==> config.mk <==
export PLATFORM = sky130hd
export DESIGN_NAME = one_shot_task_timer_bank_unit_flat
export DESIGN_NICKNAME = d
export VERILOG_FILES = /design/src/design/ottb_pkg.sv /design/src/design/ottb_if.sv /design/src/design/one_shot_task_timer_bank_unit.sv /design/src/design/ottb_expiry.sv /design/src/design/ottb_store.sv /design/src/flat_wrapper.sv
export SDC_FILE = /design/constraint.sdc
export NUM_CORES = 1
export LEC_CHECK = 0
export BUFFER_PORTS_ARGS = -buffer_cell sky130_fd_sc_hd__buf_2
export CORE_MARGIN = 2
export CORE_UTILIZATION = 56
export DETAILED_ROUTE_END_ITERATION = 10
export HOLD_SLACK_MARGIN = 0.1
export PLACE_DENSITY = 0.84
export RECOVER_POWER = 25
export REMOVE_ABC_BUFFERS = 1
export SYNTH_ARGS = -nofsm -noshare
export SYNTH_HDL_FRONTEND = slang
export SYNTH_HIERARCHICAL = 1
export SYNTH_SLANG_ARGS = --single-unit
==> constraint.sdc <==
create_clock -name i_clk -period 6 [get_ports i_clk]
set_clock_uncertainty 0.15 [all_clocks]
set_input_delay 0.9 -clock i_clk [delete_from_list [all_inputs] [get_ports i_clk]]
set_output_delay 0.9 -clock i_clk [all_outputs]
set_load 0.05 [all_outputs]
==> src/design/ottb_pkg.sv <==
package ottb_pkg;

    typedef enum logic [1:0] {
        KIND_ARM     = 2'd0,
        KIND_ARM_NOW = 2'd1,
        KIND_STOP    = 2'd2,
        KIND_SCAN    = 2'd3
    } t_kind;

    localparam int KIND_W  = 2;
    localparam int MASK_W  = 16;
    localparam int DELAY_W = 16;
    localparam int NOW_W   = 32;
    localparam int SLOT_W  = 4;

    typedef struct packed {
        logic we;
        logic act_set;
        logic act_clr;
    } t_store_ctl;

endpackage

==> src/design/ottb_if.sv <==
interface ottb_cmd_if;
    logic                          valid;
    logic                          ready;
    logic [ottb_pkg::KIND_W-1:0]   kind;
    logic [ottb_pkg::MASK_W-1:0]   task_mask;
    logic [ottb_pkg::DELAY_W-1:0]  delay_ms;
    logic [ottb_pkg::NOW_W-1:0]    now;
    logic                          run_enabled;

    modport source (output valid, kind, task_mask, delay_ms, now, run_enabled, input ready);
    modport sink   (input valid, kind, task_mask, delay_ms, now, run_enabled, output ready);
endinterface

interface ottb_res_if;
    logic                          valid;
    logic                          ready;
    logic                          fired;
    logic [ottb_pkg::SLOT_W-1:0]   slot;
    logic                          last;

    modport source (output valid, fired, slot, last, input ready);
    modport sink   (input valid, fired, slot, last, output ready);
endinterface

==> src/design/one_shot_task_timer_bank_unit.sv <==
// Bank of SLOTS one-shot timers on a TIMELINE_BITS-wide timeline. A command
// word (arm, arm immediate, stop) targets the lowest set bit of task_mask
// and returns one word with fired clear and last set, as does a scan word
// with run_enabled clear. A scan word with run_enabled set walks the slot
// store one slot a cycle, save while a held report waits on the output,
// through a single subtract-and-compare unit; every expired active slot is
// cleared and reported in ascending order, the final report carrying last. A
// scan that fires nothing returns one word with fired clear. The input is not
// ready during a scan, nor while a result word waits and is not taken.
module one_shot_task_timer_bank_unit #(
    parameter int SLOTS         = 16,
    parameter int TIMELINE_BITS = 32
) (
    input  logic        i_clk,
    input  logic        i_rst_n,
    ottb_cmd_if.sink    i_cmd,
    ottb_res_if.source  o_res
);

    localparam int IDX_W  = (SLOTS > 1) ? $clog2(SLOTS) : 1;
    localparam int PICK_N = (SLOTS < ottb_pkg::MASK_W) ? SLOTS : ottb_pkg::MASK_W;
    localparam logic [IDX_W-1:0] LAST_IDX = IDX_W'(SLOTS - 1);

    typedef enum logic [1:0] {
        S_IDLE,
        S_CHECK,
        S_FLUSH
    } t_state;

    t_state                       r_state, n_state;
    logic [IDX_W-1:0]             r_idx, n_idx;
    logic [TIMELINE_BITS-1:0]     r_now, n_now;
    logic                         r_pend, n_pend;
    logic [IDX_W-1:0]             r_pend_slot, n_pend_slot;
    logic                         r_out_valid, n_out_valid;
    logic                         r_out_fired, n_out_fired;
    logic [ottb_pkg::SLOT_W-1:0]  r_out_slot, n_out_slot;
    logic                         r_out_last, n_out_last;

    logic                                out_free;
    logic                                accept;
    ottb_pkg::t_kind                     kind;
    logic                                sel_found;
    logic [IDX_W-1:0]                    sel_idx;
    logic [TIMELINE_BITS+ottb_pkg::NOW_W-1:0] now_ext;
    logic [TIMELINE_BITS-1:0]            now_tl;
    logic [IDX_W+ottb_pkg::SLOT_W-1:0]   pend_ext;

    ottb_pkg::t_store_ctl                ctl;
    logic [IDX_W-1:0]                    st_idx;
    logic [ottb_pkg::DELAY_W-1:0]        wdelay;
    logic [TIMELINE_BITS-1:0]            wstart;
    logic [ottb_pkg::DELAY_W-1:0]        rdelay;
    logic [TIMELINE_BITS-1:0]            rstart;
    logic [SLOTS-1:0]                    active;
    logic                                expired;
    logic                                hit;
    logic                                step;

    assign out_free     = !r_out_valid || o_res.ready;
    assign i_cmd.ready  = (r_state == S_IDLE) && out_free;
    assign accept       = i_cmd.valid && i_cmd.ready;
    assign kind         = ottb_pkg::t_kind'(i_cmd.kind);
    assign now_ext      = {{TIMELINE_BITS{1'b0}}, i_cmd.now};
    assign now_tl       = now_ext[TIMELINE_BITS-1:0];
    assign pend_ext     = {{ottb_pkg::SLOT_W{1'b0}}, r_pend_slot};

    assign o_res.valid  = r_out_valid;
    assign o_res.fired  = r_out_fired;
    assign o_res.slot   = r_out_slot;
    assign o_res.last   = r_out_last;

    // lowest set mask bit
    always_comb begin
        sel_found = 1'b0;
        sel_idx   = '0;
        for (int i = PICK_N - 1; i >= 0; i--) begin
            if (i_cmd.task_mask[i]) begin
                sel_found = 1'b1;
                sel_idx   = IDX_W'(i);
            end
        end
    end

    ottb_store #(
        .SLOTS         (SLOTS),
        .TIMELINE_BITS (TIMELINE_BITS),
        .IDX_W         (IDX_W)
    ) u_store (
        .i_clk    (i_clk),
        .i_rst_n  (i_rst_n),
        .i_ctl    (ctl),
        .i_idx    (st_idx),
        .i_wdelay (wdelay),
        .i_wstart (wstart),
        .i_raddr  (n_idx),
        .o_rdelay (rdelay),
        .o_rstart (rstart),
        .o_active (active)
    );

    ottb_expiry #(
        .TIMELINE_BITS (TIMELINE_BITS)
    ) u_expiry (
        .i_now     (r_now),
        .i_start   (rstart),
        .i_delay   (rdelay),
        .o_expired (expired)
    );

    assign hit    = active[r_idx] && expired;
    assign st_idx = (r_state == S_CHECK) ? r_idx : sel_idx;
    assign wdelay = (kind == ottb_pkg::KIND_ARM) ? i_cmd.delay_ms : '0;
    assign wstart = (kind == ottb_pkg::KIND_STOP) ? '0 : now_tl;

    always_comb begin
        n_state     = r_state;
        n_idx       = r_idx;
        n_now       = r_now;
        n_pend      = r_pend;
        n_pend_slot = r_pend_slot;
        n_out_valid = r_out_valid && !o_res.ready;
        n_out_fired = r_out_fired;
        n_out_slot  = r_out_slot;
        n_out_last  = r_out_last;
        ctl         = '0;
        step        = 1'b0;

        case (r_state)
            S_IDLE: begin
                n_idx = '0;
                if (accept) begin
                    if (kind == ottb_pkg::KIND_SCAN && i_cmd.run_enabled) begin
                        n_state = S_CHECK;
                        n_now   = now_tl;
                        n_pend  = 1'b0;
                    end else begin
                        n_out_valid = 1'b1;
                        n_out_fired = 1'b0;
                        n_out_slot  = '0;
                        n_out_last  = 1'b1;
                        if (kind != ottb_pkg::KIND_SCAN && sel_found) begin
                            ctl.we      = 1'b1;
                            ctl.act_set = (kind != ottb_pkg::KIND_STOP);
                            ctl.act_clr = (kind == ottb_pkg::KIND_STOP);
                        end
                    end
                end
            end
            S_CHECK: begin
                // a held report goes out before the next one is taken
                step = !(hit && r_pend && !out_free);
                if (hit && step) begin
                    ctl.act_clr = 1'b1;
                    n_pend      = 1'b1;
                    n_pend_slot = r_idx;
                    if (r_pend) begin
                        n_out_valid = 1'b1;
                        n_out_fired = 1'b1;
                        n_out_slot  = pend_ext[ottb_pkg::SLOT_W-1:0];
                        n_out_last  = 1'b0;
                    end
                end
                if (step) begin
                    if (r_idx == LAST_IDX) begin
                        n_state = S_FLUSH;
                    end else begin
                        n_idx = r_idx + 1'b1;
                    end
                end
            end
            S_FLUSH: begin
                if (out_free) begin
                    n_out_valid = 1'b1;
                    n_out_fired = r_pend;
                    n_out_slot  = r_pend ? pend_ext[ottb_pkg::SLOT_W-1:0] : '0;
                    n_out_last  = 1'b1;
                    n_state     = S_IDLE;
                    n_idx       = '0;
                end
            end
            default: begin
                n_state = S_IDLE;
            end
        endcase
    end

    always_ff @(posedge i_clk) begin
        if (!i_rst_n) begin
            r_state     <= S_IDLE;
            r_idx       <= '0;
            r_pend      <= 1'b0;
            r_out_valid <= 1'b0;
        end else begin
            r_state     <= n_state;
            r_idx       <= n_idx;
            r_pend      <= n_pend;
            r_out_valid <= n_out_valid;
        end
        r_now       <= n_now;
        r_pend_slot <= n_pend_slot;
        r_out_fired <= n_out_fired;
        r_out_slot  <= n_out_slot;
        r_out_last  <= n_out_last;
    end

endmodule

==> src/design/ottb_expiry.sv <==
module ottb_expiry #(
    parameter int TIMELINE_BITS = 32
) (
    input  logic [TIMELINE_BITS-1:0]         i_now,
    input  logic [TIMELINE_BITS-1:0]         i_start,
    input  logic [ottb_pkg::DELAY_W-1:0]     i_delay,
    output logic                             o_expired
);

    logic [TIMELINE_BITS-1:0]                 elapsed;
    logic [TIMELINE_BITS+ottb_pkg::DELAY_W-1:0] delay_ext;

    // elapsed wraps modulo the timeline width
    assign elapsed   = i_now - i_start;
    assign delay_ext = {{TIMELINE_BITS{1'b0}}, i_delay};
    assign o_expired = elapsed >= delay_ext[TIMELINE_BITS-1:0];

endmodule

==> src/design/ottb_store.sv <==
module ottb_store #(
    parameter int SLOTS         = 16,
    parameter int TIMELINE_BITS = 32,
    parameter int IDX_W         = 4
) (
    input  logic                             i_clk,
    input  logic                             i_rst_n,
    input  ottb_pkg::t_store_ctl             i_ctl,
    input  logic [IDX_W-1:0]                 i_idx,
    input  logic [ottb_pkg::DELAY_W-1:0]     i_wdelay,
    input  logic [TIMELINE_BITS-1:0]         i_wstart,
    input  logic [IDX_W-1:0]                 i_raddr,
    output logic [ottb_pkg::DELAY_W-1:0]     o_rdelay,
    output logic [TIMELINE_BITS-1:0]         o_rstart,
    output logic [SLOTS-1:0]                 o_active
);

    localparam int ENT_W = ottb_pkg::DELAY_W + TIMELINE_BITS;

    logic [ENT_W-1:0] r_mem [SLOTS];
    logic [ENT_W-1:0] r_rdata;
    logic [SLOTS-1:0] r_active;

    always_ff @(posedge i_clk) begin
        if (i_ctl.we) begin
            r_mem[i_idx] <= {i_wdelay, i_wstart};
        end
        r_rdata <= r_mem[i_raddr];
    end

    always_ff @(posedge i_clk) begin
        if (!i_rst_n) begin
            r_active <= '0;
        end else if (i_ctl.act_set) begin
            r_active[i_idx] <= 1'b1;
        end else if (i_ctl.act_clr) begin
            r_active[i_idx] <= 1'b0;
        end
    end

    assign o_rdelay = r_rdata[ENT_W-1:TIMELINE_BITS];
    assign o_rstart = r_rdata[TIMELINE_BITS-1:0];
    assign o_active = r_active;

endmodule
==> src/flat_wrapper.sv <==
// flat-port wrapper written by rule: the top's interface ports become plain ports
module one_shot_task_timer_bank_unit_flat 
#(
    parameter int SLOTS         = 16,
    parameter int TIMELINE_BITS = 32
)
  (i_clk, i_rst_n, i_cmd_valid, i_cmd_kind, i_cmd_task_mask, i_cmd_delay_ms, i_cmd_now, i_cmd_run_enabled, i_cmd_ready, o_res_valid, o_res_fired, o_res_slot, o_res_last, o_res_ready);
  ottb_cmd_if i_cmd_i ();
  ottb_res_if o_res_i ();
  input  logic i_clk;
  input  logic i_rst_n;
  input wire logic [$bits(i_cmd_i.valid)-1:0] i_cmd_valid;
  input wire logic [$bits(i_cmd_i.kind)-1:0] i_cmd_kind;
  input wire logic [$bits(i_cmd_i.task_mask)-1:0] i_cmd_task_mask;
  input wire logic [$bits(i_cmd_i.delay_ms)-1:0] i_cmd_delay_ms;
  input wire logic [$bits(i_cmd_i.now)-1:0] i_cmd_now;
  input wire logic [$bits(i_cmd_i.run_enabled)-1:0] i_cmd_run_enabled;
  output wire logic [$bits(i_cmd_i.ready)-1:0] i_cmd_ready;
  output wire logic [$bits(o_res_i.valid)-1:0] o_res_valid;
  output wire logic [$bits(o_res_i.fired)-1:0] o_res_fired;
  output wire logic [$bits(o_res_i.slot)-1:0] o_res_slot;
  output wire logic [$bits(o_res_i.last)-1:0] o_res_last;
  input wire logic [$bits(o_res_i.ready)-1:0] o_res_ready;
  assign i_cmd_i.valid = i_cmd_valid;
  assign i_cmd_i.kind = i_cmd_kind;
  assign i_cmd_i.task_mask = i_cmd_task_mask;
  assign i_cmd_i.delay_ms = i_cmd_delay_ms;
  assign i_cmd_i.now = i_cmd_now;
  assign i_cmd_i.run_enabled = i_cmd_run_enabled;
  assign i_cmd_ready = i_cmd_i.ready;
  assign o_res_valid = o_res_i.valid;
  assign o_res_fired = o_res_i.fired;
  assign o_res_slot = o_res_i.slot;
  assign o_res_last = o_res_i.last;
  assign o_res_i.ready = o_res_ready;
  one_shot_task_timer_bank_unit #(.SLOTS(SLOTS), .TIMELINE_BITS(TIMELINE_BITS)) u_core (.i_clk(i_clk), .i_rst_n(i_rst_n), .i_cmd(i_cmd_i), .o_res(o_res_i));
endmodule
==> impl_metrics.py <==
metrics = {
    "finish": {
        "share_of_layout_cells_above_drive_strength_1_pct": 32.0,
        "instances_no_fill": 3132,
        "postLayoutCoreUtil_pct": 67.7,
        "final_nets": 2339,
        "area_delta_synth_final_pct": 19.4,
    },
    "clocking": {
        "holdBufCountCts": 0,
        "cts_tree": "done",
        "htreeDepth": 3,
        "clkTransAtPathRegs_ps": 60,
        "clock_latency_ps": 640,
        "clock_tree.buffer_depth": 3,
        "clock-sinks": 882,
        "root_buffer": "sky130_fd_sc_hd__clkbuf_16",
        "cts_buffers": 83,
    },
    "setup_path": {
        "worstReg2RegStart": "u_core/r_now[0]",
        "cp.arrival_ps": 6910,
        "critical-path-slowest-cell": "sky130_fd_sc_hd__or4_4",
        "timing.critical_path.from": "u_core/r_now[0]",
        "critPathRequiredTime_ps": 6360,
        "critical_path_fanouts_max": 8,
        "r2r_slack_ps": -550,
        "timing.critical_path.to_type": "register",
        "critPathMaxStageDelay_ps": 570,
        "r2r_end": "u_core/u_store/r_rdata[43]",
        "worst-setup-path-type": "register to register",
        "r2r.worst_path.cells": 29,
        "worst_setup_path_start_kind": "register",
    },
    "die": {
        "dieHeight_microns": 257,
        "die_area_sq_mm": 0.0659,
        "die_width_microns": 257,
        "num_io_pins": 79,
        "fp.coreArea_sq_mm": 0.0631,
        "core.rowCount": 92,
        "initial_utilization_pct": 56.7,
    },
    "route": {
        "drt_pass1_iterations": 6,
        "route.detailed.vias_per_inst": 6.78,
        "drt-initial-drc-count": 3396,
        "post-route-drc-count": 0,
        "vias": 21200,
        "ant_nets": 0,
        "wirelength_microns": 100000,
        "detail_route.wl_per_cell_microns": 32.1,
    },
    "sta": {
        "fin_crit_sh_pct": 109,
        "hold_ws_ps": 315,
        "setup_tns_ps": -20750,
        "worst_slew_margin_rel_pct": -67.5,
        "layout_setup_ws_ps": -552,
        "worst-slew-pin-transition_ps": 2510,
        "grt_setup_unrepaired": "yes",
        "final_count_of_negative_setup_slack_endpoints": 48,
        "timing.final.hold_violations": 0,
        "max_slew_violations": 67,
        "highest_clock_rate_ghz": 0.153,
        "finalWorstPathRequiredPeriod_ps": 6550,
    },
    "pwr": {
        "internal-power_mw": 11.1,
        "leakage_power_of_the_design_nw": 14.3,
        "net-switching-power_mw": 3.56,
        "power.share.sequential_pct": 47.5,
        "power_per_cell_area_mw_per_mm2": 342,
        "report.power.total_mw": 14.6,
        "sw_frac_of_total_pct": 24.4,
        "power.combinational.fraction_pct": 15.2,
        "peakVddDrop_v": 0.000210,
        "share_clk_of_total_power_pct": 37.3,
    },
    "flow_run": {
        "cap_violations": 2,
    },
    "global_route": {
        "initial_antenna_violation_count": 1,
        "globalRouteTotalUtil_pct": 29.2,
        "gr-total-overflow": 0,
        "largest_net_degree_at_the_start_of_global_routing": 49,
        "via_count_of_the_first_global_routing_pass": 21200,
        "first_pass_grt_wire_length_microns": 140000,
    },
    "logic_synthesis": {
        "synthCells": 1957,
        "synth_most_common_cell": "sky130_fd_sc_hd__edfxtp_1",
        "async_flop_share_pct": 0,
        "netlist_top_cells_count": "sky130_fd_sc_hd__edfxtp_1, sky130_fd_sc_hd__mux4_2, sky130_fd_sc_hd__a22oi_1",
        "ys.warnings.count": 6,
        "mappedNetlistArea_sq_mm": 0.0358,
        "synth-main-ff-cell": "sky130_fd_sc_hd__edfxtp_1",
        "synth.ff_latch_count": 882,
        "synth_edf_count": 810,
        "ys_types": 79,
        "synth_largest_area_cell": "sky130_fd_sc_hd__edfxtp_1",
        "synth_top_area_share_pct": 68.0,
        "syn_area_per_cell_sq_um": 18.3,
        "synth_seq_area_share_pct": 72.1,
        "post_synth_main_area_contributors": "sky130_fd_sc_hd__edfxtp_1, sky130_fd_sc_hd__mux4_2, sky130_fd_sc_hd__dfxtp_1, sky130_fd_sc_hd__a22oi_1, sky130_fd_sc_hd__ha_1",
    },
    "min_path": {
        "min_delay_path_depth": 1,
        "worst_hold_path.endpoint": "u_core/r_now[28]",
        "min-delay-start": "i_cmd_now[28]",
        "hp-class": "primary input to register",
    },
    "placed_design": {
        "place_inst": 2914,
        "io_buffer_count": 78,
        "dp_hpwl_microns": 50300,
        "gp_routability_congestion": 0.924,
    },
    "run_status": {
        "outcome": "finished, violations left",
        "failing_checks": "capacitance limit, slew limit, setup timing",
    },
}
worst max-delay path by stage:
| stage | end | slack (ps) |
|---|---|---|
| floorplan | u_core/u_store/r_rdata[0] | -7110 |
| global placement | u_core/u_store/r_rdata[47] | -680 |
| CTS | u_core/u_store/r_rdata[25] | -410 |
| finish | u_core/u_store/r_rdata[43] | -550 |
| detailed placement | u_core/u_store/r_rdata[47] | -780 |
| global route | u_core/u_store/r_rdata[43] | -790 |
layout make-up:
cell class                 count  area, sq um
sequential                   882        25800
tap                          846         1060
clock inverter                33          350
fill                        3762        20400
timing repair buffer         273         2870
clock buffer                 122         2470
multi-input combinational    891         9870
inverter                      84          315
antenna                        1         2.50
flip-flops by register name (all words and copies together) (netlist names), named ones only:
signal / flops
u_core/u_store/r_mem: 768
u_core/u_store/r_rdata: 48
u_core/r_now: 32
u_core/o_res.slot: 4
u_core/r_idx: 4
u_core/r_pend_slot: 4
u_core/r_state: 2
u_core/o_res.fired: 1
u_core/o_res.last: 1
u_core/o_res.valid: 1
u_core/r_pend: 1
routing by layer:
layer	up-vias	routed length [microns]	track usage [%]
li1	8405	-	-
met1	10800	34800	38.0
met2	1688	50100	48.1
met3	333	10600	6.14
met4	0	4950	12.7
met5	-	0	0
power by group through the flow:
stage	Sequential (mW)	Combinational [mW]	Clock, mW
3_3_place_gp	7.05	1.72	0
6_report	6.94	2.22	5.45
5_1_grt	6.95	2.34	5.67
3_5_place_dp	7.06	1.77	0
2_1_floorplan	7.05	1.38	0
4_1_cts	6.93	2.08	5.41
critical path, delay by kind of cell (launching register included):
family                     cells  cell delay, ps
AOI/OAI and AO/OA              9            1460
buffers and inverters          4             450
xor gates and xnor gates       1             130
and+or+nand+nor               10            2100
muxes                          2             890
adders and majority gates      3             870
DFF                            1             350
through the flow:
stage	setup slack (ps)	instance area, sq um
after floorplan	-7110	35200
after detailed placement	-780	38200
after global routing	-791	42700
after global placement	-683	38200
after CTS	-407	42200
final	-552	42700
cell families after synthesis:
group | Yosys count | share of synthesized area [%]
AOI/OAI and AO/OA | 289 | 5.87
xor gates and xnor gates | 21 | 0.514
adders and majority gates | 53 | 1.88
buffers and inverters | 184 | 2.45
DFF | 882 | 72.1
muxes | 206 | 12.5
and+or+nand+nor | 322 | 4.71
timing repair:
item | in CTS | in global routing
cloned | 13 | 6
endpoints found under the setup margin | 64 | 59
buffers inserted | 34 | 23
pin swaps | 58 | 81
resized for setup | 120 | 105
cells in the final DEF (no fill, tap or decap), drive strengths merged, types with 13 or more instances in the layout:
| cell type | instances |
|---|---|
| mux4 | 192 |
| a31oi | 21 |
| and2 | 62 |
| o21a | 21 |
| buf | 231 |
| nand4 | 13 |
| and3 | 35 |
| o21ai | 30 |
| a21oi | 44 |
| nor3 | 15 |
| nor2b | 13 |
| dfxtp | 72 |
| a22oi | 99 |
| a21o | 15 |
| nand2 | 95 |
| clkinv | 23 |
| nand3 | 18 |
| nor2 | 34 |
| edfxtp | 810 |
| ha | 52 |
| inv | 87 |
| clkbuf | 163 |
No activity file was read; power rests on OpenSTA's default activity.
